$ cat config.mk
export PLATFORM = sky130hd
export DESIGN_NAME = gcd_lcm_unit_core
export DESIGN_NICKNAME = d
export VERILOG_FILES = /design/src/design/gcdlcm_pkg.sv /design/src/design/gcdlcm_ctrl.sv /design/src/design/gcdlcm_dp.sv /design/src/design/gcd_lcm_unit_core.sv
export SDC_FILE = /design/constraint.sdc
export NUM_CORES = 2
export LEC_CHECK = 0
export BUFFER_PORTS_ARGS = -buffer_cell sky130_fd_sc_hd__buf_2
export CAP_MARGIN = 15
export CORE_AREA = 2 2 267 533
export DETAILED_ROUTE_END_ITERATION = 8
export DIE_AREA = 0 0 269 535
export SLEW_MARGIN = 20
export SYNTH_ARGS = -nofsm -noshare
export SYNTH_HDL_FRONTEND = slang
export SYNTH_HIERARCHICAL = 1
export SYNTH_SLANG_ARGS = --single-unit
$ cat constraint.sdc
create_clock -name clk -period 8.5 [get_ports clk]
set_clock_uncertainty 0.2 [all_clocks]
set_input_delay 0.85 -clock clk [delete_from_list [all_inputs] [get_ports clk]]
set_output_delay 0.85 -clock clk [all_outputs]
set_load 0.05 [all_outputs]
$ cat src/design/gcdlcm_pkg.sv
`timescale 1ns / 1ps
// ----------------------------------------------------------------------------
// gcdlcm_pkg
// Shared types and constants for the GCD / LCM unit: controller states and
// the command and status groups between controller and datapath.
// ----------------------------------------------------------------------------
package gcdlcm_pkg;

    localparam int unsigned OPND_W = 32;
    localparam int unsigned LCM_W  = 64;

    typedef enum logic [2:0] {
        ST_IDLE,
        ST_GCD,
        ST_DIV,
        ST_MUL,
        ST_DONE
    } state_t;

    typedef struct packed {
        logic load;       // capture operands, clear the shift count
        logic gcd_step;   // one binary GCD step
        logic start_div;  // latch the divisor and set up the quotient divider
        logic div_step;   // one restoring division step
        logic mul;        // multiply quotient by second operand
        logic load_out;   // copy results into the output register
    } cmd_t;

    typedef struct packed {
        logic gcd_done;   // one working operand has reached zero
        logic nonzero;    // both operands of the item are nonzero
        logic div_last;   // the current division step is the final one
    } status_t;

endpackage

$ cat src/design/gcdlcm_ctrl.sv
`timescale 1ns / 1ps
// ----------------------------------------------------------------------------
// gcdlcm_ctrl
// Sequencer for the GCD / LCM unit: handshakes and command generation.
// ----------------------------------------------------------------------------
module gcdlcm_ctrl
(
    input  logic                clk,
    input  logic                rst_n,
    input  logic                in_valid,
    output logic                in_ready,
    output logic                out_valid,
    input  logic                out_ready,
    input  gcdlcm_pkg::status_t status,
    output gcdlcm_pkg::cmd_t    cmd
);

    gcdlcm_pkg::state_t state_reg;
    gcdlcm_pkg::state_t state_next;
    logic               out_valid_reg;
    logic               out_valid_next;
    logic               slot_free;

    assign slot_free = !out_valid_reg || out_ready;
    assign in_ready  = (state_reg == gcdlcm_pkg::ST_IDLE);
    assign out_valid = out_valid_reg;

    always_ff @(posedge clk or negedge rst_n)
    begin
        if (!rst_n)
        begin
            state_reg     <= gcdlcm_pkg::ST_IDLE;
            out_valid_reg <= 1'b0;
        end
        else
        begin
            state_reg     <= state_next;
            out_valid_reg <= out_valid_next;
        end
    end

    always_comb
    begin
        state_next     = state_reg;
        cmd            = '0;
        out_valid_next = out_valid_reg && !out_ready;
        case (state_reg)
            gcdlcm_pkg::ST_IDLE:
            begin
                if (in_valid)
                begin
                    cmd.load   = 1'b1;
                    state_next = gcdlcm_pkg::ST_GCD;
                end
            end
            gcdlcm_pkg::ST_GCD:
            begin
                if (status.gcd_done)
                begin
                    cmd.start_div = 1'b1;
                    state_next    = status.nonzero ? gcdlcm_pkg::ST_DIV : gcdlcm_pkg::ST_DONE;
                end
                else
                begin
                    cmd.gcd_step = 1'b1;
                end
            end
            gcdlcm_pkg::ST_DIV:
            begin
                cmd.div_step = 1'b1;
                if (status.div_last)
                begin
                    state_next = gcdlcm_pkg::ST_MUL;
                end
            end
            gcdlcm_pkg::ST_MUL:
            begin
                cmd.mul    = 1'b1;
                state_next = gcdlcm_pkg::ST_DONE;
            end
            gcdlcm_pkg::ST_DONE:
            begin
                // Wait until the output register is empty or drains this cycle.
                if (slot_free)
                begin
                    cmd.load_out   = 1'b1;
                    out_valid_next = 1'b1;
                    state_next     = gcdlcm_pkg::ST_IDLE;
                end
            end
            default:
            begin
                state_next = gcdlcm_pkg::ST_IDLE;
            end
        endcase
    end

endmodule

$ cat src/design/gcdlcm_dp.sv
`timescale 1ns / 1ps
// ----------------------------------------------------------------------------
// gcdlcm_dp
// Datapath: binary GCD, restoring divider for a / gcd, one multiplier for
// the multiple, and the output register.
// ----------------------------------------------------------------------------
module gcdlcm_dp
#(
    parameter int unsigned WIDTH = 32
)
(
    input  logic                                clk,
    input  logic [gcdlcm_pkg::OPND_W-1:0]       first_operand,
    input  logic [gcdlcm_pkg::OPND_W-1:0]       second_operand,
    input  gcdlcm_pkg::cmd_t                    cmd,
    output gcdlcm_pkg::status_t                 status,
    output logic [gcdlcm_pkg::OPND_W-1:0]       gcd_value,
    output logic [gcdlcm_pkg::LCM_W-1:0]        lcm_value,
    output logic                                both_zero
);

    localparam int unsigned KW = (WIDTH > 1) ? $clog2(WIDTH) : 1;
    localparam int unsigned CW = $clog2(WIDTH + 1);

    logic [WIDTH-1:0]   x_reg;
    logic [WIDTH-1:0]   y_reg;
    logic [WIDTH-1:0]   a_reg;
    logic [WIDTH-1:0]   b_reg;
    logic [KW-1:0]      k_reg;
    logic               nz_reg;
    logic               bz_reg;
    logic [WIDTH-1:0]   g_reg;
    logic [WIDTH-1:0]   rem_reg;
    logic [WIDTH-1:0]   quo_reg;
    logic [CW-1:0]      cnt_reg;
    logic [2*WIDTH-1:0] prod_reg;
    logic [gcdlcm_pkg::OPND_W-1:0] gcd_out_reg;
    logic [gcdlcm_pkg::LCM_W-1:0]  lcm_out_reg;
    logic                          bz_out_reg;

    logic [WIDTH-1:0]   g_next;
    logic [WIDTH:0]     trial;
    logic [WIDTH:0]     diff;

    // The loop leaves one operand at zero; the other carries the odd part.
    assign g_next = (x_reg | y_reg) << k_reg;
    assign trial  = {rem_reg, quo_reg[WIDTH-1]};
    assign diff   = trial - {1'b0, g_reg};

    assign status.gcd_done = (x_reg == '0) || (y_reg == '0);
    assign status.nonzero  = nz_reg;
    assign status.div_last = (cnt_reg == CW'(1));

    always_ff @(posedge clk)
    begin
        if (cmd.load)
        begin
            x_reg  <= first_operand[WIDTH-1:0];
            y_reg  <= second_operand[WIDTH-1:0];
            a_reg  <= first_operand[WIDTH-1:0];
            b_reg  <= second_operand[WIDTH-1:0];
            k_reg  <= '0;
            nz_reg <= (first_operand[WIDTH-1:0] != '0) && (second_operand[WIDTH-1:0] != '0);
            bz_reg <= (first_operand[WIDTH-1:0] == '0) && (second_operand[WIDTH-1:0] == '0);
        end
        else if (cmd.gcd_step)
        begin
            if (!x_reg[0] && !y_reg[0])
            begin
                x_reg <= x_reg >> 1;
                y_reg <= y_reg >> 1;
                k_reg <= k_reg + KW'(1);
            end
            else if (!x_reg[0])
            begin
                x_reg <= x_reg >> 1;
            end
            else if (!y_reg[0])
            begin
                y_reg <= y_reg >> 1;
            end
            else if (x_reg >= y_reg)
            begin
                x_reg <= x_reg - y_reg;
            end
            else
            begin
                y_reg <= y_reg - x_reg;
            end
        end

        if (cmd.start_div)
        begin
            g_reg   <= g_next;
            rem_reg <= '0;
            quo_reg <= a_reg;
            cnt_reg <= CW'(WIDTH);
        end
        else if (cmd.div_step)
        begin
            // Quotient bits shift in where the dividend bits shift out.
            if (!diff[WIDTH])
            begin
                rem_reg <= diff[WIDTH-1:0];
                quo_reg <= {quo_reg[WIDTH-2:0], 1'b1};
            end
            else
            begin
                rem_reg <= trial[WIDTH-1:0];
                quo_reg <= {quo_reg[WIDTH-2:0], 1'b0};
            end
            cnt_reg <= cnt_reg - CW'(1);
        end

        if (cmd.mul)
        begin
            prod_reg <= quo_reg * b_reg;
        end

        if (cmd.load_out)
        begin
            gcd_out_reg <= gcdlcm_pkg::OPND_W'(g_reg);
            lcm_out_reg <= nz_reg ? gcdlcm_pkg::LCM_W'(prod_reg) : '0;
            bz_out_reg  <= bz_reg;
        end
    end

    assign gcd_value = gcd_out_reg;
    assign lcm_value = lcm_out_reg;
    assign both_zero = bz_out_reg;

endmodule

$ cat src/design/gcd_lcm_unit_core.sv
`timescale 1ns / 1ps
// ----------------------------------------------------------------------------
// gcd_lcm_unit_core
// Greatest common divisor and least common multiple of two unsigned operands.
// ----------------------------------------------------------------------------
//  Channel | Handshake            | Payload
//  --------+----------------------+--------------------------------------
//  in      | in_valid / in_ready  | first_operand, second_operand
//  out     | out_valid / out_ready| gcd_value, lcm_value, both_zero
//
//  One beat in is captured, runs binary GCD steps, latches the divisor as
//  the GCD loop ends, runs WIDTH restoring divider steps and a multiply
//  (both skipped when an operand is zero), then loads the output register.
//  The GCD loop and the one-bit-per-cycle divider set how long a beat takes.
//  A new beat is taken once the previous result sits in the output register.
//  Reset clears the sequencer and the output valid flag only.
// ----------------------------------------------------------------------------
module gcd_lcm_unit_core
#(
    parameter int unsigned WIDTH = 32
)
(
    input  logic                              clk,
    input  logic                              rst_n,
    input  logic                              in_valid,
    output logic                              in_ready,
    input  logic [gcdlcm_pkg::OPND_W-1:0]     first_operand,
    input  logic [gcdlcm_pkg::OPND_W-1:0]     second_operand,
    output logic                              out_valid,
    input  logic                              out_ready,
    output logic [gcdlcm_pkg::OPND_W-1:0]     gcd_value,
    output logic [gcdlcm_pkg::LCM_W-1:0]      lcm_value,
    output logic                              both_zero
);

    gcdlcm_pkg::cmd_t    cmd;
    gcdlcm_pkg::status_t status;

    gcdlcm_ctrl u_ctrl
    (
        .clk       (clk),
        .rst_n     (rst_n),
        .in_valid  (in_valid),
        .in_ready  (in_ready),
        .out_valid (out_valid),
        .out_ready (out_ready),
        .status    (status),
        .cmd       (cmd)
    );

    gcdlcm_dp #(.WIDTH(WIDTH)) u_dp
    (
        .clk            (clk),
        .first_operand  (first_operand),
        .second_operand (second_operand),
        .cmd            (cmd),
        .status         (status),
        .gcd_value      (gcd_value),
        .lcm_value      (lcm_value),
        .both_zero      (both_zero)
    );

    // A captured beat keeps the input side closed on the next cycle.
    assert property (@(posedge clk) disable iff (!rst_n)
        (in_valid && in_ready) |=> !in_ready)
        else $error("input accepted again while busy");

    assert property (@(posedge clk) disable iff (!rst_n)
        (out_valid && both_zero) |-> (gcd_value == '0 && lcm_value == '0))
        else $error("both-zero result carries nonzero values");

    assert property (@(posedge clk) disable iff (!rst_n)
        (out_valid && gcd_value == '0) |-> both_zero)
        else $error("zero divisor without both-zero flag");

    assert property (@(posedge clk) disable iff (!rst_n)
        (out_valid && lcm_value != '0) |-> (gcd_value != '0))
        else $error("nonzero multiple with zero divisor");

endmodule
# ---- Word level (Yosys, flattened, before mapping)
# Index checks and enable logic that the tools add are counted.
dict set report totals {
  reg_bits 402
}
dict set report classes {
  addsub 5
  mul 1
  order_cmp 1
  eq_ne 12
  shift 1
  n_mux 33
  bitwise 1
  reduce_logical 25
}
# cell count
set op_table {}
lappend op_table {{32-bit 2-to-1 mux} 15}
lappend op_table {{32-bit zero test} 4}
lappend op_table {{32-bit by 32-bit multiplier with 64-bit output} 1}
lappend op_table {{32-bit nonzero test} 2}
lappend op_table {{32-bit subtractor} 2}
lappend op_table {{33-bit by 32-bit subtractor with 33-bit output} 1}
lappend op_table {{32-bit >= comparator} 1}
lappend op_table {{32-bit OR} 1}
lappend op_table {{32-bit by 5-bit left shift with 32-bit output} 1}
lappend op_table {{3-bit 2-to-1 mux} 5}
lappend op_table {{3-bit one-hot mux with 5 select lines} 1}
lappend op_table {{4-bit != test (second input constant)} 3}
lappend op_table {{1-bit 2-to-1 mux} 11}
lappend op_table {{3-bit by 2-bit equality test with 1-bit output (second input constant)} 2}
lappend op_table {{6-bit by 1-bit equality test with 1-bit output (second input constant)} 1}
lappend op_table {{2-bit != test (second input constant)} 3}
lappend op_table {{3-bit AND reduction} 2}
lappend op_table {{6-bit by 1-bit subtractor with 6-bit output (second input constant)} 1}
lappend op_table {{5-bit by 1-bit adder with 5-bit output (second input constant)} 1}
lappend op_table {{1-bit logical AND} 4}
lappend op_table {{1-bit zero test} 4}
lappend op_table {{2-bit AND reduction} 2}
lappend op_table {{4-bit AND reduction} 1}
lappend op_table {{2-bit nonzero test} 2}
lappend op_table {{7 further kinds} 8}

# ---- Depth between registers and ports, before layout
dict set report logic_depth {
  depth_word 7
  depth_mapped 30
  mapped_depth_nobuf 28
}

# ---- By module
# Netlist, hierarchy kept.
# module instances cells_per_inst area_each_um2 seq_area_each_um2
set modules_own_cells {}
lappend modules_own_cells {gcdlcm_dp 1 5740 55433.2 11521.0}
lappend modules_own_cells {gcdlcm_ctrl 1 29 239.0 100.1}

# ---- Least setup slack after synthesis
# Ideal clock, no wire load.
dict set report synth_timing {
  path_type {register -> register}
  startpoint {register u_dp.quo_reg[21]}
  endpoint {register u_dp.prod_reg[62], data pin}
  arrival_ns 7.134
  required_ns 8.038
  path_slack_ns 0.904
  path_stages_with_launch 27
  path_buffers 2
  path_cell_list {edfxtp_1 -> clkbuf_1 -> and2_1 -> fa_1 -> inv_1 -> fa_1 -> fa_1 -> fa_1 -> inv_1 -> fa_1 -> fa_1 -> fa_1 -> inv_1 -> fa_1 -> inv_1 -> ha_1 -> clkbuf_1 -> a21o_1 -> a21oi_1 -> o22ai_1 -> a211o_1 -> a31oi_1 -> o21ai_1 -> a211oi_1 -> o221a_2 -> o21ai_1 -> xor2_1}
}
dict set report synth_via {
  elab_chain_cells 1
}
# element line
set synth_rtl {}
lappend synth_rtl {{from (decl)} gcdlcm_dp.sv:34} ;# logic [WIDTH-1:0] quo_reg;
lappend synth_rtl {{from (signal assigned)} gcdlcm_dp.sv:96} ;# quo_reg <= a_reg;
lappend synth_rtl {{from (signal assigned)} gcdlcm_dp.sv:105} ;# quo_reg <= {quo_reg[WIDTH-2:0], 1'b1};
lappend synth_rtl {{from (signal assigned)} gcdlcm_dp.sv:110} ;# quo_reg <= {quo_reg[WIDTH-2:0], 1'b0};
lappend synth_rtl {{32-bit by 32-bit multiplier with 64-bit output} gcdlcm_dp.sv:117} ;# prod_reg <= quo_reg * b_reg;
lappend synth_rtl {{to (signal assigned)} gcdlcm_dp.sv:117}
lappend synth_rtl {{to (decl)} gcdlcm_dp.sv:36} ;# logic [2*WIDTH-1:0] prod_reg;
# Every way passes these cells.
# A chain may end at the register's enable or synchronous reset.

# ---- Final worst setup path
dict set report layout_timing {
  startpoint {register u_dp.b_reg[2]}
  endpoint {register u_dp.prod_reg[56], data pin}
}
dict set report layout_via {
  elab_chain_cells 1
}
# element line
set layout_rtl {}
lappend layout_rtl {{from (decl)} gcdlcm_dp.sv:28} ;# logic [WIDTH-1:0] b_reg;
lappend layout_rtl {{from (signal assigned)} gcdlcm_dp.sv:61} ;# b_reg <= second_operand[WIDTH-1:0];
lappend layout_rtl {{32-bit by 32-bit multiplier with 64-bit output} gcdlcm_dp.sv:117}
# Every way passes these cells.

==> results.py <==
metrics = {
    "critical_path": {
        "critPathMaxFanout": 14,
        "rrSetupSlack_ps": 170,
        "crit_end": "u_dp/prod_reg[56]$_DFFE_PP_",
        "r2r_cells": 26,
        "critPathRequiredTime_ps": 8660,
        "path_buf_inv": 8,
        "worstSetupPathType": "reg2reg",
        "crit_top_cell": "fa_1",
        "slowest_stage": "o311ai_2",
        "slowest_delay_ps": 610,
        "cp_top_family": "adder cells",
        "arrival_ps": 8490,
        "crit_path_end_kind": "register",
        "cp_num_cells": 26,
        "start_kind": "register",
        "r2r-start": "u_dp/b_reg[2]$_DFFE_PP_",
        "setup.worst_path.start": "u_dp/b_reg[2]$_DFFE_PP_",
        "r2r_end": "u_dp/prod_reg[56]$_DFFE_PP_",
    },
    "synth": {
        "seq_area_frac_synth": 0.209,
        "ys_ff_latch": 402,
        "synth_edf_count": 355,
        "postSynthNetCount": 7130,
        "async_flop_share": 0.00995,
        "syn_area_um2": 55700,
        "avgSynthCellArea_um2": 9.65,
        "ys_types": 87,
        "syn_inst": 5769,
        "yosys_warnings": 6,
        "synth_flop_cell": "edfxtp_1",
    },
    "timing": {
        "max_freq_mhz": 120,
        "max_slew_margin": 0.179,
        "finalCritPeriodShare": 0.980,
        "min_period_ps": 8330,
        "worst_pin_slew_ps": 1220,
        "finalSetupViolCount": 0,
        "rsz0062_at_grt": "no",
        "hold_viol": 0,
        "setup_tns_ps": 0,
        "maxSlewViolCount": 0,
    },
    "clock_network": {
        "insertion_delay_ps": 670,
        "ctsLongestPathBuffers": 3,
        "cts.sinks": 402,
        "cts.htree.levels": 2,
        "clkTransAtPathRegs_ps": 70,
        "cts_tree": "done",
        "cts-root-buf": "clkbuf_16",
        "cts_made_buffers": 42,
    },
    "global_route": {
        "grtUsageMet3": 0.0215,
        "grt_max_degree": 151,
        "grt_pass1_vias": 45000,
        "grtUsageMet2": 0.471,
        "grt_pass1_wl_mm": 269,
        "grt_overflow": 0,
        "antenna_found_initial": 3,
        "top_usage_layer": "met2",
        "grtUsageTotal": 0.251,
        "grtUsageMet1": 0.263,
    },
    "die": {
        "io_pins": 167,
        "die_x_um": 269,
        "dieArea_um2": 144000,
        "core.rowCount": 194,
        "core_um2": 140000,
        "initial_core_util": 0.399,
        "die_h_um": 535,
    },
    "finish": {
        "mostFrequentLayoutCell": "inv_1",
        "post_route_cells_drive_above_1_share": 0.0951,
        "nets": 7238,
        "area_growth_pct": 9.66,
        "final_cell_mix": "inv_1, fa_1, and2_1",
    },
    "placement": {
        "io_buffers": 166,
        "dpl.hpwl_mm": 147,
        "gp_congestion": 1.00,
    },
    "worst_hold_path": {
        "min_path_type": "in2reg",
    },
    "detailed_routing": {
        "ant_nets": 0,
        "viasPerCell": 5.34,
        "wirelength_mm": 178,
        "dr_total_vias": 41500,
        "route.detailed.drc": 0,
        "drt_first_pass_iters": 9,
        "wl_per_cell_um": 22.9,
        "dr.first_iter.drc_count": 2491,
    },
    "status": {
        "status": "completed",
    },
    "flow_run": {
        "maxCapViolations": 0,
    },
}
==> logic make-up after synthesis <==
family          after synthesis  share of synthesized area
flops                       402                      0.209
xor+xnor                    157                     0.0250
mux                          91                     0.0206
buf+inv                    1378                     0.0934
compound gates              701                     0.0821
simple gates               1747                      0.158
fa+ha+maj                  1293                      0.412
==> final cells by class <==
cell class	instances	area [um2]
Antenna cell	1	2.50
Clock buffer	47	1080
Clock inverter	31	339
Fill cell	13500	78500
Inverter	1052	3950
Multi-Input combinational cell	3989	38900
Sequential cell	402	11600
Tap cell	1862	2330
Timing Repair Buffer	390	2820
==> worst register-to-register path: stages, from the launching register on <==
cell	delay (ps)
edfxtp_1	500
buf_4	200
buf_4	200
and2_1	210
fa_1	540
inv_1	50
fa_1	470
fa_1	490
inv_1	50
fa_1	540
ha_1	230
ha_1	280
inv_1	50
fa_1	480
inv_1	50
fa_1	430
ha_1	380
o2111ai_1	230
o311ai_2	610
a31oi_1	310
buf_4	240
o31ai_2	450
o21ai_1	120
buf_4	180
o31ai_1	300
a21boi_1	120
xnor2_1	130
==> stage by stage <==
stage | cells | hold slack, ps | setup WS (ps) | instance area (um2) | utilization
after global placement | 7643 | 223 | -0.00888 | 59100 | 0.423
after global routing | 7774 | 213 | 13.3 | 61000 | 0.437
after CTS | 7722 | 198 | 49.4 | 60500 | 0.434
after detailed placement | 7643 | 207 | -32.4 | 59100 | 0.423
after floorplan | 5769 | 200 | 904 | 55700 | -
final | 7774 | 221 | 171 | 61000 | 0.437
==> how the worst min path moves through the flow <==
stage                                      from                  endpoint  slack, ps  cells after the start
after global placement    u_dp/bz_reg$_DFFE_PP_  u_dp/both_zero$_DFFE_PP_        220                      0
final                        second_operand[27]  u_dp/b_reg[27]$_DFFE_PP_        220                      1
after detailed placement  u_dp/bz_reg$_DFFE_PP_  u_dp/both_zero$_DFFE_PP_        210                      0
after floorplan           u_dp/bz_reg$_DFFE_PP_  u_dp/both_zero$_DFFE_PP_        200                      0
after CTS                 u_dp/bz_reg$_DFFE_PP_  u_dp/both_zero$_DFFE_PP_        200                      0
after global routing      u_dp/bz_reg$_DFFE_PP_  u_dp/both_zero$_DFFE_PP_        210                      0
==> Yosys cell counts, types with 11 or more instances <==
library cell	instances	share of area
xnor2_1	111	0.017
nor4_1	51	0.0057
o21ai_1	15	0.0013
mux2_2	47	0.0095
o21a_1	17	0.0023
and3_1	16	0.0018
o21ai_0	116	0.010
nor2b_1	31	0.0035
o22ai_1	12	0.0013
o21bai_1	35	0.0047
xor2_1	44	0.0069
a31oi_1	18	0.0020
dfxtp_1	43	0.015
nor3_1	44	0.0040
nand3_1	28	0.0025
buf_1	13	0.00088
o31ai_1	15	0.0020
nand2b_1	27	0.0030
o211ai_1	11	0.0015
a21o_1	49	0.0066
and2_1	656	0.074
inv_1	1049	0.071
fa_1	899	0.32
a211oi_1	32	0.0043
nor2_1	201	0.014
nand2_1	623	0.042
a21oi_1	235	0.021
mux2i_1	30	0.0054
nand4_1	40	0.0045
ha_1	394	0.089
mux4_2	14	0.0057
a311oi_1	23	0.0036
clkbuf_1	297	0.020
edfxtp_1	355	0.19
a221oi_1	28	0.0044
a22oi_1	12	0.0016
buf_2	13	0.0012
==> metal layers <==
layer,up-vias,routed length [um]
met5,-,0
met3,530,7460
met4,0,14000
met1,21100,61100
li1,18400,-
met2,1413,95400
==> repair_timing <==
item / in CTS / in global routing
setup endpoints to repair: 5 / 11
setup buffers: 0 / 51
endpoints found under the hold margin: 4 / 0
hold buffers: 1 / 0
gates resized for setup: 2 / 5
Power is not shown: default switching activity piles up to over one toggle a cycle in this logic, so the estimate is an artifact.
